`src/hmt_pkg.sv`:
```
// Shared constants, codes and types of the heartbeat membership table.
package hmt_pkg;

  // Table geometry.
  localparam int TABLE_DEPTH = 32;
  localparam int IDX_W       = (TABLE_DEPTH > 1) ? $clog2(TABLE_DEPTH) : 1;

  // Configuration port geometry and register indexes.
  localparam int CFG_IDX_W = 2;
  localparam int CFG_W     = 32;
  localparam logic [CFG_IDX_W-1:0] CFG_TIMEOUT   = 2'd0;
  localparam logic [CFG_IDX_W-1:0] CFG_SELF_ID   = 2'd1;
  localparam logic [CFG_IDX_W-1:0] CFG_SELF_PORT = 2'd2;

  // Register reset values.
  localparam logic [7:0] TIMEOUT_RESET = 8'd5;

  // Input commands.
  localparam logic CMD_REPORT = 1'b0;
  localparam logic CMD_TICK   = 1'b1;

  // Result kinds.
  localparam logic [1:0] KIND_REPORT  = 2'd0;
  localparam logic [1:0] KIND_REMOVED = 2'd1;
  localparam logic [1:0] KIND_TICK    = 2'd2;

  // One stored member.
  typedef struct packed {
    logic [31:0] id;
    logic [15:0] port;
    logic [31:0] beat;
    logic [31:0] stamp;
  } entry_t;

  // The pair and heartbeat being looked up during a scan.
  typedef struct packed {
    logic [31:0] id;
    logic [15:0] port;
    logic [31:0] beat;
  } key_t;

  // Outcome of evaluating one entry against the key.
  typedef struct packed {
    logic match;
    logic newer;
    logic expired;
  } eval_t;

endpackage

```
`src/heartbeat_membership_table_top.sv`:
```
// Top level of the heartbeat membership table: sequencer, valid bits and registers.
//
//  channel  | handshake              | payload
//  ---------+------------------------+---------------------------------------------
//  input    | start, busy            | in_cmd, in_member_id, in_member_port,
//           |                        | in_report_heartbeat
//  result   | out_strobe             | out_kind, out_entry_id, out_entry_port,
//           |                        | out_was_added, out_table_full,
//           |                        | out_own_heartbeat, out_last
//  config   | cfg_we                 | cfg_idx, cfg_wdata
//
// Every transaction scans the whole table through one memory read port, one entry
// per cycle, then passes through a drain state and a write-back state; busy stays
// high from the scan to the write-back, and a new transaction is taken only while
// busy is low. Removal results appear during the scan, one per cycle; the final
// result appears in the first cycle in which busy is low again.
// Synchronous reset empties the table through its valid bits at once.
// The receiver cannot stall; each result is shown for exactly one cycle.
module heartbeat_membership_table_top
  import hmt_pkg::*;
(
  input  logic                 clk,
  input  logic                 rst_n,
  input  logic                 start,
  output logic                 busy,
  input  logic                 in_cmd,
  input  logic [31:0]          in_member_id,
  input  logic [15:0]          in_member_port,
  input  logic [31:0]          in_report_heartbeat,
  output logic                 out_strobe,
  output logic [1:0]           out_kind,
  output logic [31:0]          out_entry_id,
  output logic [15:0]          out_entry_port,
  output logic                 out_was_added,
  output logic                 out_table_full,
  output logic [31:0]          out_own_heartbeat,
  output logic                 out_last,
  input  logic                 cfg_we,
  input  logic [CFG_IDX_W-1:0] cfg_idx,
  input  logic [CFG_W-1:0]     cfg_wdata
);

  typedef enum logic [3:0] {
    ST_IDLE  = 4'b0001,
    ST_SCAN  = 4'b0010,
    ST_DRAIN = 4'b0100,
    ST_DONE  = 4'b1000
  } state_t;

  localparam logic [IDX_W-1:0] LAST_IDX = IDX_W'(TABLE_DEPTH - 1);

  state_t state_r, state_nxt;

  // Configuration registers.
  logic [7:0]  timeout_r;
  logic [31:0] self_id_r;
  logic [15:0] self_port_r;

  // Time and own heartbeat.
  logic [31:0] cur_time_r;
  logic [31:0] self_beat_r;

  // Transaction context.
  key_t        key_r;
  logic        is_tick_r;
  logic [IDX_W-1:0] cnt_r;

  // Evaluation stage, registered from the read address in the cycle after it is issued.
  logic             ev_vld_r;
  logic [IDX_W-1:0] ev_idx_r;

  // Scan findings.
  logic             found_r;
  logic             upd_r;
  logic [IDX_W-1:0] slot_r;
  logic             free_found_r;
  logic [IDX_W-1:0] free_slot_r;

  logic [TABLE_DEPTH-1:0] vld_r;

  // Result registers.
  logic        out_strobe_r;
  logic [1:0]  out_kind_r;
  logic [31:0] out_entry_id_r;
  logic [15:0] out_entry_port_r;
  logic        out_was_added_r;
  logic        out_table_full_r;
  logic [31:0] out_own_heartbeat_r;
  logic        out_last_r;

  logic             accept;
  logic             in_done;
  logic             ent_valid;
  logic             remove;
  logic             still_valid;
  logic             wr_en;
  logic [IDX_W-1:0] wr_addr;
  entry_t           wr_data;
  entry_t           rd_data;
  eval_t            ev_res;

  assign busy    = (state_r != ST_IDLE);
  assign accept  = start && !busy;
  assign in_done = (state_r == ST_DONE);

  // Entry storage.
  hmt_entry_mem u_mem (
    .clk     (clk),
    .wr_en   (wr_en),
    .wr_addr (wr_addr),
    .wr_data (wr_data),
    .rd_addr (cnt_r),
    .rd_data (rd_data)
  );

  // Shared compare unit.
  hmt_eval u_eval (
    .entry_i  (rd_data),
    .key_i    (key_r),
    .cur_time (cur_time_r),
    .timeout  (timeout_r),
    .res      (ev_res)
  );

  // Per-entry decisions; a removed entry counts as free for the lookup.
  assign ent_valid   = vld_r[ev_idx_r];
  assign remove      = ev_vld_r && is_tick_r && ent_valid && ev_res.expired;
  assign still_valid = ent_valid && !remove;

  // Write-back at the end of the scan: update a newer match or insert a new pair.
  assign wr_en   = in_done && ((found_r && upd_r) || (!found_r && free_found_r));
  assign wr_addr = found_r ? slot_r : free_slot_r;
  always_comb begin
    wr_data.id    = key_r.id;
    wr_data.port  = key_r.port;
    wr_data.beat  = key_r.beat;
    wr_data.stamp = cur_time_r;
  end

  // Sequencer next state.
  always_comb begin
    state_nxt = state_r;
    case (state_r)
      ST_IDLE: begin
        if (start) begin
          state_nxt = ST_SCAN;
        end
      end
      ST_SCAN: begin
        if (cnt_r == LAST_IDX) begin
          state_nxt = ST_DRAIN;
        end
      end
      ST_DRAIN: begin
        state_nxt = ST_DONE;
      end
      ST_DONE: begin
        state_nxt = ST_IDLE;
      end
      default: begin
        state_nxt = ST_IDLE;
      end
    endcase
  end

  // Control state.
  always_ff @(posedge clk) begin
    if (!rst_n) begin
      state_r      <= ST_IDLE;
      cnt_r        <= '0;
      ev_vld_r     <= 1'b0;
      vld_r        <= '0;
      cur_time_r   <= '0;
      self_beat_r  <= '0;
      timeout_r    <= TIMEOUT_RESET;
      self_id_r    <= '0;
      self_port_r  <= '0;
      out_strobe_r <= 1'b0;
    end else begin
      state_r  <= state_nxt;
      ev_vld_r <= (state_r == ST_SCAN);

      // Scan address.
      if (accept) begin
        cnt_r <= '0;
      end else if (state_r == ST_SCAN && cnt_r != LAST_IDX) begin
        cnt_r <= cnt_r + 1'b1;
      end

      // A tick advances time and the own heartbeat before its scan.
      if (accept && in_cmd == CMD_TICK) begin
        cur_time_r  <= cur_time_r + 1'b1;
        self_beat_r <= self_beat_r + 1'b1;
      end

      // Valid bits: cleared on removal, set on insert.
      if (remove) begin
        vld_r[ev_idx_r] <= 1'b0;
      end
      if (in_done && !found_r && free_found_r) begin
        vld_r[free_slot_r] <= 1'b1;
      end

      // Configuration writes.
      if (cfg_we) begin
        case (cfg_idx)
          CFG_TIMEOUT:   timeout_r   <= cfg_wdata[7:0];
          CFG_SELF_ID:   self_id_r   <= cfg_wdata[31:0];
          CFG_SELF_PORT: self_port_r <= cfg_wdata[15:0];
          default: begin
          end
        endcase
      end

      out_strobe_r <= remove || in_done;
    end
  end

  // Transaction context and scan findings.
  always_ff @(posedge clk) begin
    ev_idx_r <= cnt_r;
    if (accept) begin
      is_tick_r    <= (in_cmd == CMD_TICK);
      found_r      <= 1'b0;
      free_found_r <= 1'b0;
      if (in_cmd == CMD_TICK) begin
        key_r.id   <= self_id_r;
        key_r.port <= self_port_r;
        key_r.beat <= self_beat_r + 1'b1;
      end else begin
        key_r.id   <= in_member_id;
        key_r.port <= in_member_port;
        key_r.beat <= in_report_heartbeat;
      end
    end else if (ev_vld_r) begin
      if (still_valid && ev_res.match && !found_r) begin
        found_r <= 1'b1;
        slot_r  <= ev_idx_r;
        upd_r   <= ev_res.newer;
      end
      if (!still_valid && !free_found_r) begin
        free_found_r <= 1'b1;
        free_slot_r  <= ev_idx_r;
      end
    end
  end

  // Result payload.
  always_ff @(posedge clk) begin
    if (remove) begin
      out_kind_r          <= KIND_REMOVED;
      out_entry_id_r      <= rd_data.id;
      out_entry_port_r    <= rd_data.port;
      out_was_added_r     <= 1'b0;
      out_table_full_r    <= 1'b0;
      out_own_heartbeat_r <= '0;
      out_last_r          <= 1'b0;
    end else if (in_done) begin
      out_kind_r          <= is_tick_r ? KIND_TICK : KIND_REPORT;
      out_entry_id_r      <= key_r.id;
      out_entry_port_r    <= key_r.port;
      out_was_added_r     <= !found_r && free_found_r;
      out_table_full_r    <= !found_r && !free_found_r;
      out_own_heartbeat_r <= is_tick_r ? self_beat_r : 32'd0;
      out_last_r          <= 1'b1;
    end
  end

  assign out_strobe        = out_strobe_r;
  assign out_kind          = out_kind_r;
  assign out_entry_id      = out_entry_id_r;
  assign out_entry_port    = out_entry_port_r;
  assign out_was_added     = out_was_added_r;
  assign out_table_full    = out_table_full_r;
  assign out_own_heartbeat = out_own_heartbeat_r;
  assign out_last          = out_last_r;

  // The write-back cycle always delivers the final result next.
  a_done_gives_last: assert property (@(posedge clk) disable iff (!rst_n)
    state_r == ST_DONE |=> out_strobe && out_last)
    else $error("final result missing after write-back");

  // A removal result is never the final one of its transaction.
  a_removal_not_last: assert property (@(posedge clk) disable iff (!rst_n)
    out_strobe && out_kind == KIND_REMOVED |-> !out_last)
    else $error("removal result marked as last");

  // An accepted transaction starts its scan at the first entry.
  a_scan_starts: assert property (@(posedge clk) disable iff (!rst_n)
    start && !busy |=> state_r == ST_SCAN && cnt_r == '0)
    else $error("scan did not start at entry zero");

  // Removals happen only while a tick is being scanned.
  a_removal_in_tick: assert property (@(posedge clk) disable iff (!rst_n)
    out_strobe && out_kind == KIND_REMOVED |-> $past(is_tick_r) && busy)
    else $error("removal outside a tick scan");

endmodule

```
`src/hmt_entry_mem.sv`:
```
// Entry storage: one write port and one registered read port.
module hmt_entry_mem
  import hmt_pkg::*;
(
  input  logic             clk,
  input  logic             wr_en,
  input  logic [IDX_W-1:0] wr_addr,
  input  entry_t           wr_data,
  input  logic [IDX_W-1:0] rd_addr,
  output entry_t           rd_data
);

  entry_t mem [TABLE_DEPTH];
  entry_t rd_data_r;

  // Write port.
  always_ff @(posedge clk) begin
    if (wr_en) begin
      mem[wr_addr] <= wr_data;
    end
  end

  // Registered read port.
  always_ff @(posedge clk) begin
    rd_data_r <= mem[rd_addr];
  end

  assign rd_data = rd_data_r;

endmodule

```
`src/hmt_eval.sv`:
```
// Shared compare unit that evaluates one entry per cycle against the key.
module hmt_eval
  import hmt_pkg::*;
(
  input  entry_t      entry_i,
  input  key_t        key_i,
  input  logic [31:0] cur_time,
  input  logic [7:0]  timeout,
  output eval_t       res
);

  logic [31:0] age;

  // Age wraps modulo 2^32 and is compared unsigned.
  assign age         = cur_time - entry_i.stamp;
  assign res.expired = age > {24'd0, timeout};
  assign res.match   = (entry_i.id == key_i.id) && (entry_i.port == key_i.port);
  assign res.newer   = key_i.beat > entry_i.beat;

endmodule
```
`config.mk`:
```
export PLATFORM = sky130hd
export DESIGN_NAME = heartbeat_membership_table_top
export DESIGN_NICKNAME = d
export VERILOG_FILES = /design/src/hmt_pkg.sv /design/src/heartbeat_membership_table_top.sv /design/src/hmt_entry_mem.sv /design/src/hmt_eval.sv
export SDC_FILE = /design/constraint.sdc
export NUM_CORES = 2
export LEC_CHECK = 0
export BUFFER_PORTS_ARGS = -buffer_cell sky130_fd_sc_hd__buf_2
export CORE_ASPECT_RATIO = 1.25
export CORE_MARGIN = 4
export CORE_UTILIZATION = 40
export DETAILED_ROUTE_END_ITERATION = 16
export GPL_ROUTABILITY_DRIVEN = 0
export PLACE_DENSITY = 0.55
export RECOVER_POWER = 25
export SLEW_MARGIN = 15
export SYNTH_ARGS = -nofsm -noshare
export SYNTH_HDL_FRONTEND = slang
export SYNTH_SLANG_ARGS = --single-unit
```
`constraint.sdc`:
```
create_clock -name clk -period 9.3 [get_ports clk]
set_input_delay 2.325 -clock clk [delete_from_list [all_inputs] [get_ports clk]]
set_output_delay 2.325 -clock clk [all_outputs]
set_load 0.01 [all_outputs]
```
Yosys cells after proc, flatten, opt, wreduce, memory -nomap -nowiden. Memory sizes are Yosys's and may differ from the RTL's. A register that Yosys moved wholly into a read port is not among the register bits. Cells that the tools add are included.

Eq/ne operators: 13. Reduce and logical (&&, ||, !) cells: 37. Muxes and demuxes: 22. Add/subtract/negate cells: 4. $lt $le $gt $ge: 6. Bitwise gates (word level): 5.

Operators by type and width (count): $mux W32 (6); $mux W80 (1); $add A32 B1 Y32 const B (2); $and A32 B32 Y32 (1); $eq A32 B32 Y1 (1); $gt A32 B32 Y1 (1); $gt A32 B8 Y1 (1); $mux W16 (2); $not A32 Y32 (1); $or A32 B32 Y32 (1); $sub A32 B32 Y32 (1); $logic_and A1 B1 Y1 (19); $eq A16 B16 Y1 (1); $lt A5 B6 Y1 const B (2); $pmux W4 S3 (1); $reduce_and A2 Y1 (6); $demux W1 S5 (2); $ge A5 B1 Y1 const B (2); $mux W4 (2); $reduce_and A3 Y1 (2); $add A5 B1 Y5 const B (1); $bmux W1 S5 (1); $eq A5 B5 Y1 const B (1); $logic_not A1 Y1 (5); other kinds (17) (24).

Input port bits: 119. RAM bits: 3584. Output and inout bits: 87. Logic and storage cells: 115. Register bits after elaboration: 347. Memories kept: 1.

Memory list: u_mem.mem (words 32, bits a word 112, rd ports 1, clocked after memory_dff 1, write ports 1, line hmt_entry_mem.sv:13) `entry_t mem [TABLE_DEPTH];`.

Logic depth before layout (Yosys ltp).
Depth after elaboration: 10. Depth in mapped cells: 20. Depth with buffers taken out: 18.

Modules after synthesis. A second synthesis with hierarchy kept.

Cells, all modules: 8519. Area total of the unflattened synthesis: 157020.6 um^2.

Modules (own cells, without submodules): hmt_entry_mem (times used 1, area each 138248.8 um^2, sequential area each 109865.4 um^2, cells each 6524); heartbeat_membership_table_top (times used 1, area each 14945.6 um^2, sequential area each 8348.0 um^2, cells each 1445); hmt_eval (times used 1, area each 3826.2 um^2, sequential area each 0.0 um^2, cells each 550).

Worst setup path before layout. No wires, ideal clock.

Kind: register to register. Start point: register cur_time_r[0]. End point: register out_entry_id_r[0] (netlist: out_entry_id[0]) (enable). Buffers on the path: 0. Required time: 8.780 ns. Data arrival time: 6.952 ns. Period minus slack after synthesis: 7.472 ns. Library setup time: 0.520 ns. Slack: 1.828 ns. Cell stages (with the launch flop): 18. Cells stage by stage: dfxtp_1 inv_1 ha_1 fa_1 nand2b_1 a21oi_1 nor2_1 xnor2_1 ha_1 nand4_1 a21o_1 a21oi_1 a2111oi_0 nand4_1 and4b_1 and4_2 a21o_1 o21ai_0.

Cells in the longest elaborated chain, start to end: 4.

RTL lines: start, declared (line heartbeat_membership_table_top.sv:60) `logic [31:0] cur_time_r;`; start signal, assigned (line heartbeat_membership_table_top.sv:192) `cur_time_r <= cur_time_r + 1'b1;`; $sub A32 B32 Y32 (line hmt_eval.sv:15) `assign age = cur_time - entry_i.stamp;`; $gt A32 B8 Y1 (line hmt_eval.sv:16) `assign res.expired = age > {24'd0, timeout};`; $logic_and A1 B1 Y1 (line heartbeat_membership_table_top.sv:127) `assign remove = ev_vld_r && is_tick_r && ent_valid && ev_res.expired;`; $reduce_bool A2 Y1 (no source line); end signal, assigned (line heartbeat_membership_table_top.sv:252) `out_entry_id_r <= rd_data.id;`; end signal, assigned (line heartbeat_membership_table_top.sv:260) `out_entry_id_r <= key_r.id;`; end, declared (line heartbeat_membership_table_top.sv:84) `logic [31:0] out_entry_id_r;`.

No other way between the ends. A chain may end at the register's enable or synchronous reset.

Worst setup path in the final report.
Start point: register cur_time_r[0]. End point: register out_entry_id_r[30] (netlist: out_entry_id[30]), data pin.

Cells in the longest elaborated chain, start to end: 4.

RTL lines: $sub A32 B32 Y32 (line hmt_eval.sv:15); $gt A32 B8 Y1 (line hmt_eval.sv:16); $logic_and A1 B1 Y1 (line heartbeat_membership_table_top.sv:127); $mux W32 (line heartbeat_membership_table_top.sv:250) `if (remove) begin`.

No other way between the ends.

==> tab_implementation.tex <==
\begin{tabular}{lr}
\hline
Metric & Value \\
\hline
\multicolumn{2}{l}{\textbf{Outcome}} \\
\quad Status & finished with violations \\
\quad Failing checks & max-capacitance violations, max-slew violations \\
\multicolumn{2}{l}{\textbf{Routing}} \\
\quad DRC viols & 0 \\
\quad First-pass iteration count of the detailed router & 6 \\
\quad Detailed Route WL & 436 mm \\
\quad DR vias & 76776 \\
\quad Number of violations reported at the end of detailed-routing iteration 0 & 8515 \\
\quad Routed len/inst & 33.1 um \\
\quad Via-to-Cell Ratio & 5.83 \\
\quad Post-route antenna net violation count & 0 \\
\multicolumn{2}{l}{\textbf{Setup path}} \\
\quad Critical path class & reg -> reg \\
\quad Maximum fanout along the worst path & 118 \\
\quad CP bufs+invs & 2 \\
\quad Critical path arrival & 7.12 ns \\
\quad Slowest-stage cell, CP & sky130\_fd\_sc\_hd\_\_dfxtp\_1 \\
\quad Worst path cell trace & inv\_1 -> ha\_1 -> fa\_1 -> nand2b\_1 -> a21oi\_1 -> nor2\_1 -> xnor2\_1 -> ha\_1 -> nand2\_1 -> nor2\_1 -> a211oi\_1 -> a21oi\_1 -> a2111oi\_0 -> nand4\_1 -> and4b\_1 -> and4\_2 -> a211oi\_4 -> buf\_12 -> mux2\_4 \\
\quad Family with the most delay on the worst path & compound AO/OA/AOI/OAI gates \\
\quad Worst path required time & 10.01 ns \\
\quad Startpoint type of the worst setup path & flip-flop \\
\quad Capturing element type of the critical path & flip-flop \\
\quad CP peak stage delay & 1.02 ns \\
\multicolumn{2}{l}{\textbf{Cells and area}} \\
\quad Filler cells & 32405 \\
\quad Design area & 178000 sq um \\
\quad Number of nets in the final layout & 7855 \\
\quad Multi-input logic area & 36600 sq um \\
\quad Seq. cell area & 118000 sq um \\
\quad Fraction of layout cells with a size suffix above 1 & 29.7\% \\
\quad Area growth syn-to-layout & 13.7\% \\
\multicolumn{2}{l}{\textbf{CTS}} \\
\quad Total CTS buffers & 406 \\
\quad Clock net sink count & 4043 \\
\quad Post-CTS clock slew at the launch and capture registers of the worst setup and hold paths & 0.06 ns \\
\quad Insertion delay to the later sink of the worst-skew pair & 0.98 ns \\
\quad Setup bufs post-CTS & 0 \\
\quad Clock tree from TritonCTS & yes \\
\quad Maximum buffer depth of the clock tree & 4 \\
\quad Clock tree root buffer cell & sky130\_fd\_sc\_hd\_\_clkbuf\_16 \\
\quad Count of hold buffers inserted by post-cts repair & 0 \\
\quad H-tree levels & 5 \\
\quad Gates resized, CTS repair & 0 \\
\multicolumn{2}{l}{\textbf{Floorplan}} \\
\quad Count of standard-cell rows & 256 \\
\quad Vertical die dimension & 707 um \\
\quad Area of the die & 401000 sq um \\
\quad DIE WIDTH & 567 um \\
\quad Number of top-level pins & 206 \\
\quad Effective utilization at floorplan & 40.2\% \\
\quad Core Box Area & 389000 sq um \\
\multicolumn{2}{l}{\textbf{Global routing}} \\
\quad Pin count of the biggest net entering global routing & 150 \\
\quad Total congestion overflow & 0 \\
\quad All-Layer GR Usage & 21.4\% \\
\quad Antenna violations before repair & 19 \\
\quad Vias in the first global route & 78247 \\
\quad Wire length of the first global-routing pass & 613 mm \\
\multicolumn{2}{l}{\textbf{Pwr}} \\
\quad Cell leakage power & 52.2 nW \\
\quad Maximum ir drop on the vdd rail & 0.000136 V \\
\quad Total power & 37.0 mW \\
\quad Power density of the placed cells & 208 nW/um\^{}2 \\
\multicolumn{2}{l}{\textbf{STA}} \\
\quad Worst Tran Pin Value & 1.85 ns \\
\quad Number of hold-slack violations in the final timing report & 0 \\
\quad Setup-violating endpoint count in the final report & 0 \\
\quad Setup TNS & 0 ns \\
\quad Pins over their slew limit & 797 \\
\quad Tmin final & 6.41 ns \\
\quad RSZ-0062 raised after global routing & false \\
\quad Maximum clock skew at final layout & 0.0677 ns \\
\quad Fin crit share & 69.0\% \\
\quad Highest clock frequency the design can meet & 156 MHz \\
\quad Worst-case setup margin in the final layout & 2.89 ns \\
\quad Worst relative slew slack & -23.4\% \\
\multicolumn{2}{l}{\textbf{Logic synthesis}} \\
\quad Async set-or-reset flop fraction in the synthesized netlist & 0\% \\
\quad Mean instance size in the synthesized netlist & 21.7 sq um \\
\quad Part of the Yosys area used for sequential elements & 75.6\% \\
\quad Share of the synthesized area in the top cell type & 71.5\% \\
\quad Top area cells in the synthesized netlist & sky130\_fd\_sc\_hd\_\_edfxtp\_1 72\%, sky130\_fd\_sc\_hd\_\_mux4\_2 16\%, sky130\_fd\_sc\_hd\_\_dfxtp\_1 4.1\% \\
\quad Synthesized Nets & 7396 \\
\quad Distinct cell type count after synthesis & 73 \\
\quad Ys Warns & 0 \\
\quad Ys flop type & sky130\_fd\_sc\_hd\_\_edfxtp\_1 \\
\quad Synth area leader & sky130\_fd\_sc\_hd\_\_edfxtp\_1 \\
\quad Number of synthesized register bits & 4043 \\
\quad Count of flip-flops with a built-in enable after synthesis & 3724 \\
\quad Syn Std Cell Area & 156000 sq um \\
\quad Cells after Synth & 7201 \\
\multicolumn{2}{l}{\textbf{Placed design}} \\
\quad Cell area reported after detailed placement & 165000 sq um \\
\quad Number of port buffers & 205 \\
\quad Worst setup slack after placement & 3.12 ns \\
\quad Half-perimeter wire length of the detailed placement result & 222 mm \\
\multicolumn{2}{l}{\textbf{Job}} \\
\quad Total of max-cap violations & 22 \\
\multicolumn{2}{l}{\textbf{Min path}} \\
\quad Worst min path class & reg -> reg \\
\hline
\end{tabular}
## worst min-delay path: cells and delay by family (launching register included)
family,cells,cell delay (ns)
flops,1,0.31
simple gates,1,0.05
compound gates,1,0.05
## cells in the final DEF (no fill, tap or decap), types with 18 or more instances in the layout
cell type / instances
sky130_fd_sc_hd__a21oi_2: 18
sky130_fd_sc_hd__a21o_1: 20
sky130_fd_sc_hd__ha_1: 75
sky130_fd_sc_hd__clkbuf_16: 413
sky130_fd_sc_hd__or3_1: 23
sky130_fd_sc_hd__nand3_1: 76
sky130_fd_sc_hd__nor2_4: 32
sky130_fd_sc_hd__nand4_1: 42
sky130_fd_sc_hd__buf_2: 203
sky130_fd_sc_hd__a21oi_1: 173
sky130_fd_sc_hd__nor2_1: 124
sky130_fd_sc_hd__mux4_2: 1128
sky130_fd_sc_hd__mux2_2: 167
sky130_fd_sc_hd__clkbuf_8: 32
sky130_fd_sc_hd__nor4_1: 19
sky130_fd_sc_hd__bufinv_16: 36
sky130_fd_sc_hd__o21ai_0: 50
sky130_fd_sc_hd__edfxtp_1: 3724
sky130_fd_sc_hd__clkinv_2: 83
sky130_fd_sc_hd__buf_12: 35
sky130_fd_sc_hd__xnor2_1: 82
sky130_fd_sc_hd__nand2_1: 240
sky130_fd_sc_hd__mux2_4: 44
sky130_fd_sc_hd__a21boi_0: 64
sky130_fd_sc_hd__nor2b_1: 22
sky130_fd_sc_hd__nor3_1: 32
sky130_fd_sc_hd__clkbuf_1: 175
sky130_fd_sc_hd__and2_1: 48
sky130_fd_sc_hd__inv_1: 95
sky130_fd_sc_hd__dfxtp_1: 312
sky130_fd_sc_hd__nand2b_1: 18
sky130_fd_sc_hd__buf_4: 117
sky130_fd_sc_hd__clkinv_1: 41
sky130_fd_sc_hd__xor2_1: 50
## cell type report
| cell class | instances | share of cell area (%) |
|---|---|---|
| sequential | 4043 | 66.5 |
| multi-input combinational | 2696 | 20.6 |
| clock buffer | 564 | 6.31 |
| tap | 5160 | 3.63 |
| timing repair buffer | 417 | 1.63 |
| clock inverter | 190 | 1.12 |
| inverter | 96 | 0.206 |
| antenna | 3 | 0.00422 |
## stage by stage
stage	util, %	cells	hold WS (ns)
global placement	42.3	12404	0.437
global route	45.7	13167	0.465
detailed placement	42.3	12406	0.447
CTS	45.7	13160	0.453
floorplan	-	7201	0.329
finish	45.7	13169	0.451
## registers in the layout, indices dropped and copies added, names as in the netlist, 32 cells and up
register and cells:
u_mem.mem 3584, u_mem.rd_data 112, key_r 80, cur_time_r 32, out_entry_id 32, out_own_heartbeat 32
self_beat_r 32, self_id_r 32, vld_r 32
## power by group
part / internal, mW / total (mW) / switching [mW]
clock network: 9.43 / 16.4 / 6.94
registers: 19.9 / 20.1 / 0.142
logic: 0.195 / 0.584 / 0.390
## synth_stat cells, types with 42 or more instances
cell type                  number
sky130_fd_sc_hd__nand3_1       76
sky130_fd_sc_hd__mux2_2       167
sky130_fd_sc_hd__nand2_1      240
sky130_fd_sc_hd__and2_1        49
sky130_fd_sc_hd__mux2_4        44
sky130_fd_sc_hd__nand4_1       42
sky130_fd_sc_hd__clkbuf_1     300
sky130_fd_sc_hd__edfxtp_1    3724
sky130_fd_sc_hd__xor2_1        50
sky130_fd_sc_hd__o21ai_0       51
sky130_fd_sc_hd__a21oi_1      173
sky130_fd_sc_hd__ha_1          75
sky130_fd_sc_hd__xnor2_1       82
sky130_fd_sc_hd__mux4_2      1128
sky130_fd_sc_hd__inv_1         95
sky130_fd_sc_hd__buf_1         50
sky130_fd_sc_hd__dfxtp_1      319
sky130_fd_sc_hd__nor2_1       156
sky130_fd_sc_hd__a21boi_0      64
## worst paths after layout
path / startpoint / to / slack [ns] / cells after the start
max: cur_time_r[0] / out_entry_id[30] / 2.89 / 19
min: out_own_heartbeat[30] / out_own_heartbeat[30] / 0.45 / 2
max reg2reg: cur_time_r[0] / out_entry_id[30] / 2.89 / 19
min reg2reg: out_own_heartbeat[30] / out_own_heartbeat[30] / 0.45 / 2
## cell families after synthesis
group	after synthesis	synth area share, %
and+or+nand+nor	732	2.26
AOI/OAI and AO/OA	408	1.66
muxes	1348	17.9
buffers and inverters	462	1.17
xor gates and xnor gates	132	0.740
DFF	4043	75.6
adders and majority gates	76	0.613
## layer usage
metal / wire [um] / global-route usage [%] / vias up
li1: - / - / 30859
met1: 181000 / 29.8 / 42331
met2: 215000 / 35.6 / 2982
met3: 29200 / 3.36 / 600
met4: 11100 / 5.16 / 4
met5: 19 / 0 / -
Note: power is estimated with default switching activity, not from simulation.
